**config.mk**
```make
export PLATFORM = sky130hd
export DESIGN_NAME = pen_plot_to_vector_terminal_encoder_core
export DESIGN_NICKNAME = d
export VERILOG_FILES = /design/src/design/pptv_pkg.sv /design/src/design/pptv_front.sv /design/src/design/pptv_queue.sv /design/src/design/pptv_back.sv /design/src/design/pen_plot_to_vector_terminal_encoder_core.sv
export SDC_FILE = /design/constraint.sdc
export NUM_CORES = 2
export LEC_CHECK = 0
export BUFFER_PORTS_ARGS = -buffer_cell sky130_fd_sc_hd__buf_2
export CORE_AREA = 10 10 204 351
export CTS_BUF_LIST = sky130_fd_sc_hd__clkbuf_4
export CTS_CLUSTER_DIAMETER = 30
export DETAILED_ROUTE_END_ITERATION = 12
export DIE_AREA = 0 0 214 361
export PLACE_DENSITY = 0.65
export SLEW_MARGIN = 20
export SYNTH_ARGS = -nofsm -noshare
export SYNTH_HDL_FRONTEND = slang
export SYNTH_SLANG_ARGS = --single-unit
```
**constraint.sdc**
```tcl
create_clock -name clk -period 18.2 [get_ports clk]
set_clock_uncertainty 0.1 [all_clocks]
set_input_delay 3.64 -clock clk [delete_from_list [all_inputs] [get_ports clk]]
set_output_delay 3.64 -clock clk [all_outputs]
set_load 0.1 [all_outputs]
```
**src/design/pptv_pkg.sv**
```systemverilog
package pptv_pkg;

	// command codes
	localparam logic [2:0] FN_MOVE     = 3'd0;
	localparam logic [2:0] FN_PEN_DOWN = 3'd1;
	localparam logic [2:0] FN_PEN_UP   = 3'd2;
	localparam logic [2:0] FN_FRAME    = 3'd3;
	localparam logic [2:0] FN_COLOUR   = 3'd4;
	localparam logic [2:0] FN_END      = 3'd5;

	localparam logic [9:0] X_LIMIT = 10'd1023;
	localparam logic [9:0] Y_LIMIT = 10'd779;

	localparam logic [7:0] BYTE_VECTOR = 8'h1D;
	localparam logic [7:0] BYTE_POINT  = 8'h1C;
	localparam logic [7:0] BYTE_ALPHA  = 8'h18;
	localparam logic [7:0] BYTE_ESC    = 8'h1B;
	localparam logic [7:0] BYTE_RESET  = 8'h63;

	// last index of the clear sequence, form feed included
	localparam logic [3:0] CLR_LAST = 4'd13;

	typedef struct packed {
		logic [2:0]  func;
		logic [15:0] x_thou;
		logic [15:0] y_thou;
	} in_item_t;

	typedef struct packed {
		logic [7:0] out_byte;
		logic       last_byte;
	} out_item_t;

	// classified command, coordinates already in pixels
	typedef struct packed {
		logic [2:0] func;
		logic [9:0] px;
		logic [9:0] py;
	} cmd_t;

	typedef struct packed {
		logic full;
		logic empty;
	} q_status_t;

	function automatic logic [7:0] clear_byte(input logic [3:0] idx);
		logic [7:0] b;
		case (idx)
			4'd0:    b = 8'h18;
			4'd1:    b = 8'h1B;
			4'd2:    b = 8'h5B;
			4'd3:    b = 8'h3F;
			4'd4:    b = 8'h39;
			4'd5:    b = 8'h68;
			4'd6:    b = 8'h1B;
			4'd7:    b = 8'h5B;
			4'd8:    b = 8'h3F;
			4'd9:    b = 8'h35;
			4'd10:   b = 8'h6C;
			4'd11:   b = 8'h1D;
			4'd12:   b = 8'h1B;
			4'd13:   b = 8'h0C;
			default: b = 8'h00;
		endcase
		return b;
	endfunction

endpackage

```
**src/design/pptv_front.sv**
```systemverilog
module pptv_front (
	input  logic                clk,
	input  logic                arst_n,
	input  logic                cmd_valid,
	input  pptv_pkg::in_item_t  cmd,
	output logic                cmd_stall,
	input  pptv_pkg::q_status_t q_status,
	output logic                push,
	output pptv_pkg::cmd_t      wr
);

	// px = floor((2048x + 7500) / 15000), py = floor((39y + 125) / 250)
	localparam logic [27:0] X_BIAS  = 28'd7500;
	localparam logic [27:0] X_DIV   = 28'd15000;
	localparam logic [42:0] X_RECIP = 43'd17895;	// floor(2^28 / 15000)
	localparam logic [21:0] Y_MUL   = 22'd39;
	localparam logic [21:0] Y_BIAS  = 22'd125;
	localparam logic [21:0] Y_DIV   = 22'd250;
	localparam logic [36:0] Y_RECIP = 37'd16777;	// floor(2^22 / 250)

	logic        adv;
	logic        keep;
	logic        v_s1, v_s2;
	logic [2:0]  func_s1, func_s2;
	logic [27:0] nx_s1, nx_s2;
	logic [21:0] ny_s1, ny_s2;
	logic [13:0] qx_s2, qy_s2;
	logic [42:0] prod_x;
	logic [36:0] prod_y;
	logic [27:0] rx;
	logic [21:0] ry;
	logic [13:0] qx, qy;

	assign adv       = !(v_s2 && q_status.full);
	assign cmd_stall = !adv;
	assign keep      = cmd.func inside {pptv_pkg::FN_MOVE, pptv_pkg::FN_PEN_DOWN,
		pptv_pkg::FN_PEN_UP, pptv_pkg::FN_FRAME, pptv_pkg::FN_END};

	assign prod_x = 43'(nx_s1) * X_RECIP;
	assign prod_y = 37'(ny_s1) * Y_RECIP;

	always_ff @(posedge clk or negedge arst_n) begin
		if (!arst_n) begin
			v_s1 <= 1'b0;
			v_s2 <= 1'b0;
		end else if (adv) begin
			v_s1 <= cmd_valid && keep;
			v_s2 <= v_s1;
		end
	end

	always_ff @(posedge clk) begin
		if (adv) begin
			func_s1 <= cmd.func;
			nx_s1   <= (28'(cmd.x_thou) << 11) + X_BIAS;
			ny_s1   <= 22'(cmd.y_thou) * Y_MUL + Y_BIAS;
			func_s2 <= func_s1;
			nx_s2   <= nx_s1;
			ny_s2   <= ny_s1;
			qx_s2   <= prod_x[41:28];
			qy_s2   <= prod_y[35:22];
		end
	end

	// estimate is exact or one short
	always_comb begin
		rx = nx_s2 - 28'(qx_s2) * X_DIV;
		ry = ny_s2 - 22'(qy_s2) * Y_DIV;
		qx = (rx >= X_DIV) ? qx_s2 + 14'd1 : qx_s2;
		qy = (ry >= Y_DIV) ? qy_s2 + 14'd1 : qy_s2;
	end

	assign push    = v_s2 && !q_status.full;
	assign wr.func = func_s2;
	assign wr.px   = (qx > 14'(pptv_pkg::X_LIMIT)) ? pptv_pkg::X_LIMIT : qx[9:0];
	assign wr.py   = (qy > 14'(pptv_pkg::Y_LIMIT)) ? pptv_pkg::Y_LIMIT : qy[9:0];

endmodule

```
**src/design/pptv_queue.sv**
```systemverilog
module pptv_queue #(
	parameter int DEPTH = 4
) (
	input  logic                clk,
	input  logic                arst_n,
	input  logic                push,
	input  pptv_pkg::cmd_t      wr,
	input  logic                pop,
	output pptv_pkg::cmd_t      rd,
	output pptv_pkg::q_status_t q_status
);

	localparam int AW = (DEPTH > 1) ? $clog2(DEPTH) : 1;
	localparam int CW = $clog2(DEPTH + 1);

	pptv_pkg::cmd_t slot_q [DEPTH];
	logic [AW-1:0]  wptr_q, rptr_q;
	logic [CW-1:0]  count_q;

	assign rd             = slot_q[rptr_q];
	assign q_status.full  = (count_q == CW'(DEPTH));
	assign q_status.empty = (count_q == '0);

	always_ff @(posedge clk) begin
		if (push)
			slot_q[wptr_q] <= wr;
	end

	always_ff @(posedge clk or negedge arst_n) begin
		if (!arst_n) begin
			wptr_q  <= '0;
			rptr_q  <= '0;
			count_q <= '0;
		end else begin
			if (push)
				wptr_q <= (wptr_q == AW'(DEPTH - 1)) ? '0 : wptr_q + AW'(1);
			if (pop)
				rptr_q <= (rptr_q == AW'(DEPTH - 1)) ? '0 : rptr_q + AW'(1);
			case ({push, pop})
				2'b10:   count_q <= count_q + CW'(1);
				2'b01:   count_q <= count_q - CW'(1);
				default: count_q <= count_q;
			endcase
		end
	end

endmodule

```
**src/design/pptv_back.sv**
```systemverilog
module pptv_back (
	input  logic                clk,
	input  logic                arst_n,
	input  logic                quiet,
	input  pptv_pkg::cmd_t      rd,
	input  pptv_pkg::q_status_t q_status,
	output logic                pop,
	output logic                tx_valid,
	input  logic                tx_stall,
	output pptv_pkg::out_item_t tx
);

	localparam logic [1:0]  MODE_ALPHA   = 2'd0;
	localparam logic [1:0]  MODE_VECTOR  = 2'd1;
	localparam logic [1:0]  MODE_POINT   = 2'd2;
	localparam logic [5:0]  ADDR_UNKNOWN = 6'h3F;
	localparam logic [10:0] BEAM_LOST    = 11'h7FF;
	localparam logic [2:0]  TAG_HIGH     = 3'b001;
	localparam logic [2:0]  TAG_LOW_Y    = 3'b011;
	localparam logic [2:0]  TAG_LOW_X    = 3'b010;

	typedef enum logic [11:0] {
		ST_IDLE       = 12'b000000000001,
		ST_FLUSH_MODE = 12'b000000000010,
		ST_ADDR_HY    = 12'b000000000100,
		ST_ADDR_LY    = 12'b000000001000,
		ST_ADDR_HX    = 12'b000000010000,
		ST_ADDR_LX    = 12'b000000100000,
		ST_VEC        = 12'b000001000000,
		ST_CLR_MODE   = 12'b000010000000,
		ST_CLR_SEQ    = 12'b000100000000,
		ST_ALPHA      = 12'b001000000000,
		ST_ESC        = 12'b010000000000,
		ST_RESC       = 12'b100000000000
	} st_t;

	// what follows an address
	typedef enum logic [2:0] {
		PH_FLUSH = 3'b001,
		PH_FROM  = 3'b010,
		PH_TO    = 3'b100
	} ph_t;

	st_t         state_q, state_d;
	ph_t         phase_q, phase_d;
	logic [2:0]  c_func_q, c_func_d;
	logic [9:0]  c_px_q, c_px_d, c_py_q, c_py_d;
	logic [3:0]  cnt_q, cnt_d;
	logic [1:0]  mode_q, mode_d;
	logic [5:0]  shy_q, shy_d, sly_q, sly_d, shx_q, shx_d;
	logic [9:0]  pen_x_q, pen_x_d, pen_y_q, pen_y_d;
	logic [10:0] beam_x_q, beam_x_d, beam_y_q, beam_y_d;
	logic        pp_q, pp_d, pd_q, pd_d;

	logic        emit, done;
	logic [7:0]  ebyte;
	logic        step_en, s_room, o_free;
	logic        s_valid_q, s_last_q;
	logic [7:0]  s_byte_q;
	logic        push_o, push_last;
	logic [5:0]  hy6, ly6, hx6;
	logic        at_beam;

	assign hy6     = {1'b0, pen_y_q[9:5]};
	assign ly6     = {1'b0, pen_y_q[4:0]};
	assign hx6     = {1'b0, pen_x_q[9:5]};
	assign at_beam = ({1'b0, pen_x_q} == beam_x_q) && ({1'b0, pen_y_q} == beam_y_q);

	assign o_free  = !tx_valid || !tx_stall;
	assign s_room  = !s_valid_q || o_free;
	assign step_en = (state_q == ST_IDLE) ? (!q_status.empty && s_room) : s_room;
	assign pop     = step_en && (state_q == ST_IDLE);

	always_comb begin
		state_d  = state_q;
		phase_d  = phase_q;
		c_func_d = c_func_q;
		c_px_d   = c_px_q;
		c_py_d   = c_py_q;
		cnt_d    = cnt_q;
		mode_d   = mode_q;
		shy_d    = shy_q;
		sly_d    = sly_q;
		shx_d    = shx_q;
		pen_x_d  = pen_x_q;
		pen_y_d  = pen_y_q;
		beam_x_d = beam_x_q;
		beam_y_d = beam_y_q;
		pp_d     = pp_q;
		pd_d     = pd_q;
		emit     = 1'b0;
		ebyte    = pptv_pkg::BYTE_VECTOR;
		done     = 1'b0;

		case (state_q)
			ST_IDLE: begin
				c_func_d = rd.func;
				c_px_d   = rd.px;
				c_py_d   = rd.py;
				case (rd.func)
					pptv_pkg::FN_MOVE: begin
						if (!pd_q) begin
							if (pp_q) begin
								state_d = ST_FLUSH_MODE;
								phase_d = PH_FLUSH;
							end else begin
								pen_x_d = rd.px;
								pen_y_d = rd.py;
								done    = 1'b1;
							end
						end else if (mode_q != MODE_VECTOR || !at_beam) begin
							state_d = ST_VEC;
						end else begin
							pen_x_d  = rd.px;
							pen_y_d  = rd.py;
							beam_x_d = {1'b0, rd.px};
							beam_y_d = {1'b0, rd.py};
							pp_d     = 1'b0;
							state_d  = ST_ADDR_HY;
							phase_d  = PH_TO;
						end
					end
					pptv_pkg::FN_PEN_DOWN: begin
						pp_d = 1'b1;
						pd_d = 1'b1;
						done = 1'b1;
					end
					pptv_pkg::FN_PEN_UP: begin
						pd_d = 1'b0;
						done = 1'b1;
					end
					pptv_pkg::FN_FRAME, pptv_pkg::FN_END: begin
						if (pp_q) begin
							state_d = ST_FLUSH_MODE;
							phase_d = PH_FLUSH;
						end else if (rd.func == pptv_pkg::FN_END && quiet)
							state_d = ST_ALPHA;
						else
							state_d = ST_CLR_MODE;
					end
					default: done = 1'b1;
				endcase
			end
			ST_FLUSH_MODE: begin
				if (mode_q != MODE_POINT) begin
					emit   = 1'b1;
					ebyte  = pptv_pkg::BYTE_POINT;
					mode_d = MODE_POINT;
					shy_d  = ADDR_UNKNOWN;
					sly_d  = ADDR_UNKNOWN;
					shx_d  = ADDR_UNKNOWN;
				end
				state_d = ST_ADDR_HY;
			end
			ST_ADDR_HY: begin
				if (hy6 != shy_q) begin
					emit  = 1'b1;
					ebyte = {TAG_HIGH, pen_y_q[9:5]};
					shy_d = hy6;
				end
				state_d = ST_ADDR_LY;
			end
			ST_ADDR_LY: begin
				// low-y always goes with high-x
				if (hx6 != shx_q || ly6 != sly_q) begin
					emit  = 1'b1;
					ebyte = {TAG_LOW_Y, pen_y_q[4:0]};
					sly_d = ly6;
				end
				state_d = ST_ADDR_HX;
			end
			ST_ADDR_HX: begin
				if (hx6 != shx_q) begin
					emit  = 1'b1;
					ebyte = {TAG_HIGH, pen_x_q[9:5]};
					shx_d = hx6;
				end
				state_d = ST_ADDR_LX;
			end
			ST_ADDR_LX: begin
				emit  = 1'b1;
				ebyte = {TAG_LOW_X, pen_x_q[4:0]};
				case (phase_q)
					PH_FLUSH: begin
						beam_x_d = {1'b0, pen_x_q};
						beam_y_d = {1'b0, pen_y_q};
						pp_d     = 1'b0;
						if (c_func_q == pptv_pkg::FN_MOVE) begin
							pen_x_d = c_px_q;
							pen_y_d = c_py_q;
							done    = 1'b1;
							state_d = ST_IDLE;
						end else if (c_func_q == pptv_pkg::FN_END && quiet)
							state_d = ST_ALPHA;
						else
							state_d = ST_CLR_MODE;
					end
					PH_FROM: begin
						pen_x_d  = c_px_q;
						pen_y_d  = c_py_q;
						beam_x_d = {1'b0, c_px_q};
						beam_y_d = {1'b0, c_py_q};
						pp_d     = 1'b0;
						state_d  = ST_ADDR_HY;
						phase_d  = PH_TO;
					end
					default: begin
						done    = 1'b1;
						state_d = ST_IDLE;
					end
				endcase
			end
			ST_VEC: begin
				// dark vector to the pen: always re-enters vector mode
				emit    = 1'b1;
				ebyte   = pptv_pkg::BYTE_VECTOR;
				mode_d  = MODE_VECTOR;
				shy_d   = ADDR_UNKNOWN;
				sly_d   = ADDR_UNKNOWN;
				shx_d   = ADDR_UNKNOWN;
				state_d = ST_ADDR_HY;
				phase_d = PH_FROM;
			end
			ST_CLR_MODE: begin
				if (mode_q != MODE_VECTOR) begin
					emit   = 1'b1;
					ebyte  = pptv_pkg::BYTE_VECTOR;
					mode_d = MODE_VECTOR;
					shy_d  = ADDR_UNKNOWN;
					sly_d  = ADDR_UNKNOWN;
					shx_d  = ADDR_UNKNOWN;
				end
				cnt_d   = '0;
				state_d = ST_CLR_SEQ;
			end
			ST_CLR_SEQ: begin
				emit  = 1'b1;
				ebyte = pptv_pkg::clear_byte(cnt_q);
				cnt_d = cnt_q + 4'd1;
				if (cnt_q == pptv_pkg::CLR_LAST) begin
					beam_x_d = BEAM_LOST;
					beam_y_d = BEAM_LOST;
					if (c_func_q == pptv_pkg::FN_FRAME) begin
						pen_x_d = '0;
						pen_y_d = '0;
						pd_d    = 1'b0;
						done    = 1'b1;
						state_d = ST_IDLE;
					end else
						state_d = ST_ALPHA;
				end
			end
			ST_ALPHA: begin
				if (mode_q != MODE_ALPHA) begin
					emit   = 1'b1;
					ebyte  = pptv_pkg::BYTE_ALPHA;
					mode_d = MODE_ALPHA;
				end
				if (quiet) begin
					done    = 1'b1;
					state_d = ST_IDLE;
				end else
					state_d = ST_ESC;
			end
			ST_ESC: begin
				emit    = 1'b1;
				ebyte   = pptv_pkg::BYTE_ESC;
				state_d = ST_RESC;
			end
			ST_RESC: begin
				emit    = 1'b1;
				ebyte   = pptv_pkg::BYTE_RESET;
				done    = 1'b1;
				state_d = ST_IDLE;
			end
			default: state_d = ST_IDLE;
		endcase
	end

	always_ff @(posedge clk or negedge arst_n) begin
		if (!arst_n) begin
			state_q  <= ST_IDLE;
			phase_q  <= PH_TO;
			cnt_q    <= '0;
			mode_q   <= MODE_ALPHA;
			shy_q    <= '0;
			sly_q    <= '0;
			shx_q    <= '0;
			pen_x_q  <= '0;
			pen_y_q  <= '0;
			beam_x_q <= BEAM_LOST;
			beam_y_q <= BEAM_LOST;
			pp_q     <= 1'b0;
			pd_q     <= 1'b0;
		end else if (step_en) begin
			state_q  <= state_d;
			phase_q  <= phase_d;
			cnt_q    <= cnt_d;
			mode_q   <= mode_d;
			shy_q    <= shy_d;
			sly_q    <= sly_d;
			shx_q    <= shx_d;
			pen_x_q  <= pen_x_d;
			pen_y_q  <= pen_y_d;
			beam_x_q <= beam_x_d;
			beam_y_q <= beam_y_d;
			pp_q     <= pp_d;
			pd_q     <= pd_d;
		end
	end

	always_ff @(posedge clk) begin
		if (step_en) begin
			c_func_q <= c_func_d;
			c_px_q   <= c_px_d;
			c_py_q   <= c_py_d;
		end
	end

	// the newest byte waits in the hold stage until the next one, or the
	// end of its command, tells whether it is the last
	always_comb begin
		push_o    = 1'b0;
		push_last = 1'b0;
		if (step_en) begin
			if (emit) begin
				push_o    = s_valid_q;
				push_last = s_last_q;
			end else if (s_valid_q && (s_last_q || done)) begin
				push_o    = 1'b1;
				push_last = 1'b1;
			end
		end else if (s_valid_q && s_last_q && o_free) begin
			push_o    = 1'b1;
			push_last = 1'b1;
		end
	end

	always_ff @(posedge clk or negedge arst_n) begin
		if (!arst_n) begin
			s_valid_q <= 1'b0;
			s_last_q  <= 1'b0;
			tx_valid  <= 1'b0;
		end else begin
			if (step_en && emit) begin
				s_valid_q <= 1'b1;
				s_last_q  <= done;
			end else if (push_o)
				s_valid_q <= 1'b0;
			if (push_o)
				tx_valid <= 1'b1;
			else if (!tx_stall)
				tx_valid <= 1'b0;
		end
	end

	always_ff @(posedge clk) begin
		if (step_en && emit)
			s_byte_q <= ebyte;
		if (push_o) begin
			tx.out_byte  <= s_byte_q;
			tx.last_byte <= push_last;
		end
	end

endmodule

```
**src/design/pen_plot_to_vector_terminal_encoder_core.sv**
```systemverilog
// Path: scaling stages, command queue, byte sequencer, hold stage, then the tx register.
// Throughput: two scaling stages feed a command queue; the byte sequencer then spends
// a dispatch step plus one step per state, at most one byte a cycle while tx_stall is low;
// a dark-vector stroke passes the address states twice, a continued one once.
// Reset (arst_n low, asynchronous): alpha mode, pen up at origin, beam lost, queue empty.
module pen_plot_to_vector_terminal_encoder_core #(
	parameter int QUEUE_DEPTH = 4
) (
	input  logic                clk,
	input  logic                arst_n,
	input  logic                cmd_valid,
	output logic                cmd_stall,
	input  pptv_pkg::in_item_t  cmd,
	output logic                tx_valid,
	input  logic                tx_stall,
	output pptv_pkg::out_item_t tx,
	input  logic                cfg_wen,
	input  logic                cfg_wdata
);

	pptv_pkg::q_status_t q_status;
	pptv_pkg::cmd_t      q_wr, q_rd;
	logic                q_push, q_pop;
	logic                quiet_q;

	always_ff @(posedge clk or negedge arst_n) begin
		if (!arst_n)
			quiet_q <= 1'b0;
		else if (cfg_wen)
			quiet_q <= cfg_wdata;
	end

	pptv_front u_front (
		.clk       (clk),
		.arst_n    (arst_n),
		.cmd_valid (cmd_valid),
		.cmd       (cmd),
		.cmd_stall (cmd_stall),
		.q_status  (q_status),
		.push      (q_push),
		.wr        (q_wr)
	);

	pptv_queue #(
		.DEPTH (QUEUE_DEPTH)
	) u_queue (
		.clk      (clk),
		.arst_n   (arst_n),
		.push     (q_push),
		.wr       (q_wr),
		.pop      (q_pop),
		.rd       (q_rd),
		.q_status (q_status)
	);

	pptv_back u_back (
		.clk      (clk),
		.arst_n   (arst_n),
		.quiet    (quiet_q),
		.rd       (q_rd),
		.q_status (q_status),
		.pop      (q_pop),
		.tx_valid (tx_valid),
		.tx_stall (tx_stall),
		.tx       (tx)
	);

endmodule

```
; Word-level counts from Yosys, hierarchy flattened
; Memories as Yosys holds them, arrays and structs flattened.
; Cells that the tools add are included.
[classes]
mul = 5
n_addsub = 11
mux = 110
reduce_logical = 56
eq_ne = 62
n_lt_le_gt_ge = 4
[op_table]
columns = operator, n
row1 = $mux W10, 17
row2 = $pmux W12 S10, 1
row3 = $mux W11, 8
row4 = $pmux W6 S4, 3
row5 = $pmux W8 S9, 1
row6 = $pmux W11 S3, 2
row7 = $mux W12, 5
row8 = $pmux W10 S3, 2
row9 = $pmux W12 S2, 2
row10 = $pmux W11 S2, 2
row11 = $mul A28 B15 Y42 const B, 1
row12 = $mux W6, 7
row13 = $pmux W10 S2, 2
row14 = $mul A22 B15 Y36 const B, 1
row15 = $mux W1, 31
row16 = $reduce_and A5 Y1, 6
row17 = $add A14 B1 Y14 const B, 2
row18 = $add A27 B13 Y28 const B, 1
row19 = $ge A28 B14 Y1 const B, 1
row20 = $gt A14 B10 Y1 const B, 2
row21 = $mux W14, 2
row22 = $sub A28 B28 Y28, 1
row23 = $mul A14 B11 Y25 const B, 1
row24 = $ne A2 B1 Y1 const B, 12
row25 = other kinds (60), 135
[word_totals]
memories = 2
reg_bits = 270
input_bits = 41
ram_bits = 92
elab_cells = 286
mem_bits_ro = 112
out_inout_bits = 11
[memory_table]
columns = name, words, width, read_ports, rd_clocked_by_memory_dff, wr, line
row1 = (name not given), 16, 7, 1, 0, 0, pptv_pkg.sv:48  ; case (idx)
row2 = u_queue.slot_q, 4, 23, 1, 0, 1, pptv_queue.sv:16  ; pptv_pkg::cmd_t slot_q [DEPTH];

; Logic depth before layout (Yosys ltp)
; An unclocked memory read counts as a cell.
[logic_depth]
word_depth = 12
depth_mapped = 34
mapped_depth_nobuf = 33

; Cells and area by module
; Synthesis repeated with hierarchy kept, for this count alone.
[unflattened]
hier_cells = 3085
area_unflattened_um2 = 33134.3
[by_module_without_submodules]
columns = mod, area_each_um2, cells_per_inst, n_inst, seq_area_each_um2
row1 = pptv_front, 22310.1, 2258, 1, 3383.2
row2 = pptv_back, 7003.0, 666, 1, 3296.9
row3 = pptv_queue, 3781.1, 159, 1, 2937.8
row4 = pen_plot_to_vector_terminal_encoder_core, 40.0, 2, 1, 25.0

; Worst setup path after synthesis
; Ideal clock, no wire load.
[synth_path]
path_kind = reg-to-reg
from = register u_front.qx_s2[1]
to = memory u_queue.slot_q[0][11] (netlist bit) (data pin)
stages_incl_launch_ff = 29
t_arrival_ps = 7772
path_buffers = 0
required_ps = 17798
period_less_slack_ps = 8174
slack_ps = 10026
setup_time_ps = 302
cell_sequence = edfxtp_1 inv_1 fa_1 inv_1 fa_1 fa_1 inv_1 fa_1 fa_1 inv_1 ha_1 a21boi_0 o21ai_0 a21boi_0 o41ai_1 o21ai_0 o41ai_1 or4b_2 o211a_1 ha_1 xor2_1 o2111ai_1 a211o_1 nor4_1 and2_1 nand2_1 a211o_1 a211oi_2 o211ai_1
[synth_rtl]
columns = item, line
row1 = start: declaration, pptv_front.sv:27  ; logic [13:0] qx_s2, qy_s2;
row2 = start signal: assignment, pptv_front.sv:60  ; qx_s2 <= prod_x[41:28];
row3 = end: declaration, pptv_queue.sv:16

==> results.ini <==
[run_status]
run_status = completed

[routing]
detail_route.wl_per_cell_um = 18.0
vias_per_cell = 5.52
route.final.wire_length_mm = 75.3
dr_pass1_iterations = 6
via_count = 23100
drt_iter0_markers = 1043
route.detailed.drc = 0
postRouteAntennaNets = 0

[cells_and_area]
syn_to_final_growth_pct = 7.95
final_layout_size_suffix_gt1_share_pct = 8.90
fillers = 5840
final_nets = 4019
layout_common_cells = 541 x sky130_fd_sc_hd__inv_1, 495 x sky130_fd_sc_hd__ha_1, 263 x sky130_fd_sc_hd__fa_1, 241 x sky130_fd_sc_hd__edfxtp_1, 186 x sky130_fd_sc_hd__nand2_1
commonest_non_fill_non_tap_cell_in_the_layout = sky130_fd_sc_hd__inv_1

[global_route]
grt-ovfl-total = 0
grt_util_all_layers_pct = 19.8
grt.met2_usage_pct = 39.9
grt_util_met1_pct = 18.3
grt_start_max_net_pins = 74
grt.met3_usage_pct = 2.36
grt_first_pass_wirelength_mm = 124
first_global_vias = 25100
antenna_found_initial = 2
grt_peak_use_layer = met2

[worst_setup_path]
cp-end-kind = register
path_common_cell = sky130_fd_sc_hd__fa_1
start_kind = register
critical-path-slowest-cell = sky130_fd_sc_hd__or4b_2
setup.worst_path.class = register to register
cpPeakStageDelay_ns = 0.63
worst_ep_required_time_ns = 18.64
timing.critical_path.arrival_ns = 9.78
crit_fanout = 10

[cts]
cts.sinks = 336
cts_buffers = 89
clk_pin_slew_ns = 0.07
worst_skew_pair.late_latency_ns = 0.88
clock_path_buffers = 3
post-cts-setup-buffer-count = 0
cts_root_buffer = sky130_fd_sc_hd__clkbuf_4
hold_buffers = 0
h_tree_depth = 3
cts_tree = yes
cts_resizes = 0

[floorplanning]
core_area_sq_um = 65800
die_area_sq_um = 77300
die_x_um = 214
num_rows = 125
io_pins = 52
die_y_um = 361
initial_core_util_pct = 49.4

[synth]
synth.yosys.warnings = 0
syn_area_sq_um = 32500
synth_cell_type_count = 82
synth-edff-count = 241
postSynth.topFlopCell = sky130_fd_sc_hd__edfxtp_1
share_of_synthesized_flip_flops_with_an_asynchronous_set_or_reset_pct = 28.3
synth_seq_area_share_pct = 29.7
ys_seq_elements = 336
synthCells = 3115
syn-mean-instance-area_sq_um = 10.4
mappedNetlistNets = 3914

[sta]
fin_crit_ns = 9.34
max_slew.worst_pin.slew_ns = 1.12
max_freq_mhz = 107
grt_setup_unrepaired = no
final_min_period_over_clock_period_pct = 51.3
drv_slew = 0
setup_viol = 0
fin_tns_setup_ns = 0
finalHoldViolations = 0
slew-limit-headroom_pct = 24.9

[run]
max_cap_viols = 0

[place]
io_buffers = 50
routabilityCongestion = 0.915
hpwlAfterDp_mm = 60.9

[worst_hold_path]
hold_class = register to register

==> cells by family after synthesis <==
| kind of cell | Yosys count | share of synthesized area, % |
|---|---|---|
| fa+ha+maj | 758 | 35.2 |
| simple gates | 650 | 9.86 |
| buf+inv | 593 | 6.86 |
| compound gates | 545 | 11.0 |
| flops | 336 | 29.7 |
| xor+xnor | 175 | 4.71 |
| mux | 57 | 2.67 |
| other cells | 1 | 0.0115 |
==> cell type report <==
cell class | instances | area (sq um) | share of cell area, %
well taps | 889 | 1110 | 3.17
multi-input cells | 2186 | 20700 | 58.9
flip-flops and latches | 336 | 9640 | 27.5
inverters | 542 | 2040 | 5.80
clock buffers | 117 | 878 | 2.50
diodes | 1 | 2.50 | 0.00713
repair buffers | 65 | 365 | 1.04
clock inverters | 45 | 385 | 1.10
==> Yosys cell counts, drive strengths merged, types with 11 or more instances <==
cell type / n / area share [%]
o211ai: 11 / 0.30
nor2b: 20 / 0.38
nor3b: 18 / 0.42
o21ai: 153 / 2.4
o21a: 22 / 0.51
xor2: 66 / 1.8
a21boi: 13 / 0.30
mux2i: 26 / 0.80
dfstp: 23 / 1.9
o22a: 15 / 0.40
and2: 11 / 0.21
mux4: 23 / 1.6
clkbuf: 45 / 0.52
a21o: 32 / 0.74
a31oi: 29 / 0.56
or3: 15 / 0.29
nor4: 15 / 0.29
a21oi: 109 / 1.7
a211oi: 19 / 0.45
dfrtp: 72 / 5.5
ha: 495 / 19
nand3: 51 / 0.79
or2: 12 / 0.23
o21bai: 14 / 0.32
fa: 263 / 16
edfxtp: 241 / 22
nor3: 44 / 0.68
a22oi: 25 / 0.62
a211o: 11 / 0.30
nand4: 25 / 0.48
nor2: 159 / 1.8
nand2b: 29 / 0.56
o31ai: 17 / 0.39
inv: 542 / 6.3
xnor2: 109 / 2.9
nand2: 186 / 2.1
and3: 27 / 0.52
==> final timing paths <==
path,start,end,slack [ns],cells past startpoint
setup / recovery,u_front.qx_s2[3]$_DFFE_PN_,u_queue.slot_q[0][11]$_DFFE_PP_,8.86,28
hold / removal,u_back.s_byte_q[2]$_DFFE_PP_,u_back.tx[3]$_DFFE_PP_,0.32,0
setup reg to reg,u_front.qx_s2[3]$_DFFE_PN_,u_queue.slot_q[0][11]$_DFFE_PP_,8.86,28
hold reg to reg,u_back.s_byte_q[2]$_DFFE_PP_,u_back.tx[3]$_DFFE_PP_,0.32,0
max in group asynchronous,arst_n,u_back.phase_q[1]$_DFFE_PN0P_,14.07,2
min in group asynchronous,arst_n,u_back.pen_y_q[0]$_DFFE_PN0P_,2.59,1
==> registers in the layout, indices dropped and copies added, names as in the netlist, 4 cells and up <==
name and cells:
u_front.qy_s2 14, u_back.pen_y_q 10, u_back.tx 8, u_back.sly_q 6, u_front.ny_s1 22, u_back.cnt_q 4, u_front.ny_s2 21, u_back.s_byte_q 7
u_back.shy_q 6, u_back.state_q 12, u_back.c_py_q 10, u_queue.slot_q 92, u_front.qx_s2 14, u_back.beam_x_q 10, u_front.nx_s2 17, u_back.beam_y_q 11
u_back.pen_x_q 10, u_back.shx_q 6, u_back.c_px_q 10, u_front.nx_s1 17
==> stage by stage <==
stage               utilization (%)  worst slack, ns  hold slack [ns]  std cells  cell area, sq um
global placement               51.4             8.93            0.306       4018             33800
CTS                            53.3             8.80            0.316       4180             35100
detailed placement             51.4             8.85            0.305       4018             33800
global route                   53.3             8.01            0.323       4181             35100
finish                         53.3             8.86            0.318       4181             35100
floorplan                         -            10.03            0.300       3115             32500
==> worst max-delay path, delay by kind of cell (launching register included) <==
family / cells / cell delay, ns
adders and majority gates: 7 / 3.14
buffers and inverters: 4 / 0.34
AOI/OAI and AO/OA: 12 / 3.44
DFF: 1 / 0.51
xor gates and xnor gates: 1 / 0.20
and+or+nand+nor: 4 / 1.28
==> metal layers <==
layer	vias up	wire, um
met5	-	13
met4	2	4100
met3	214	2290
met2	504	43300
met1	11300	25700
li1	11100	-
Power is left out: the tool's default activity adds up to more than one toggle a clock period on the data nets, which glitch-free logic cannot reach.
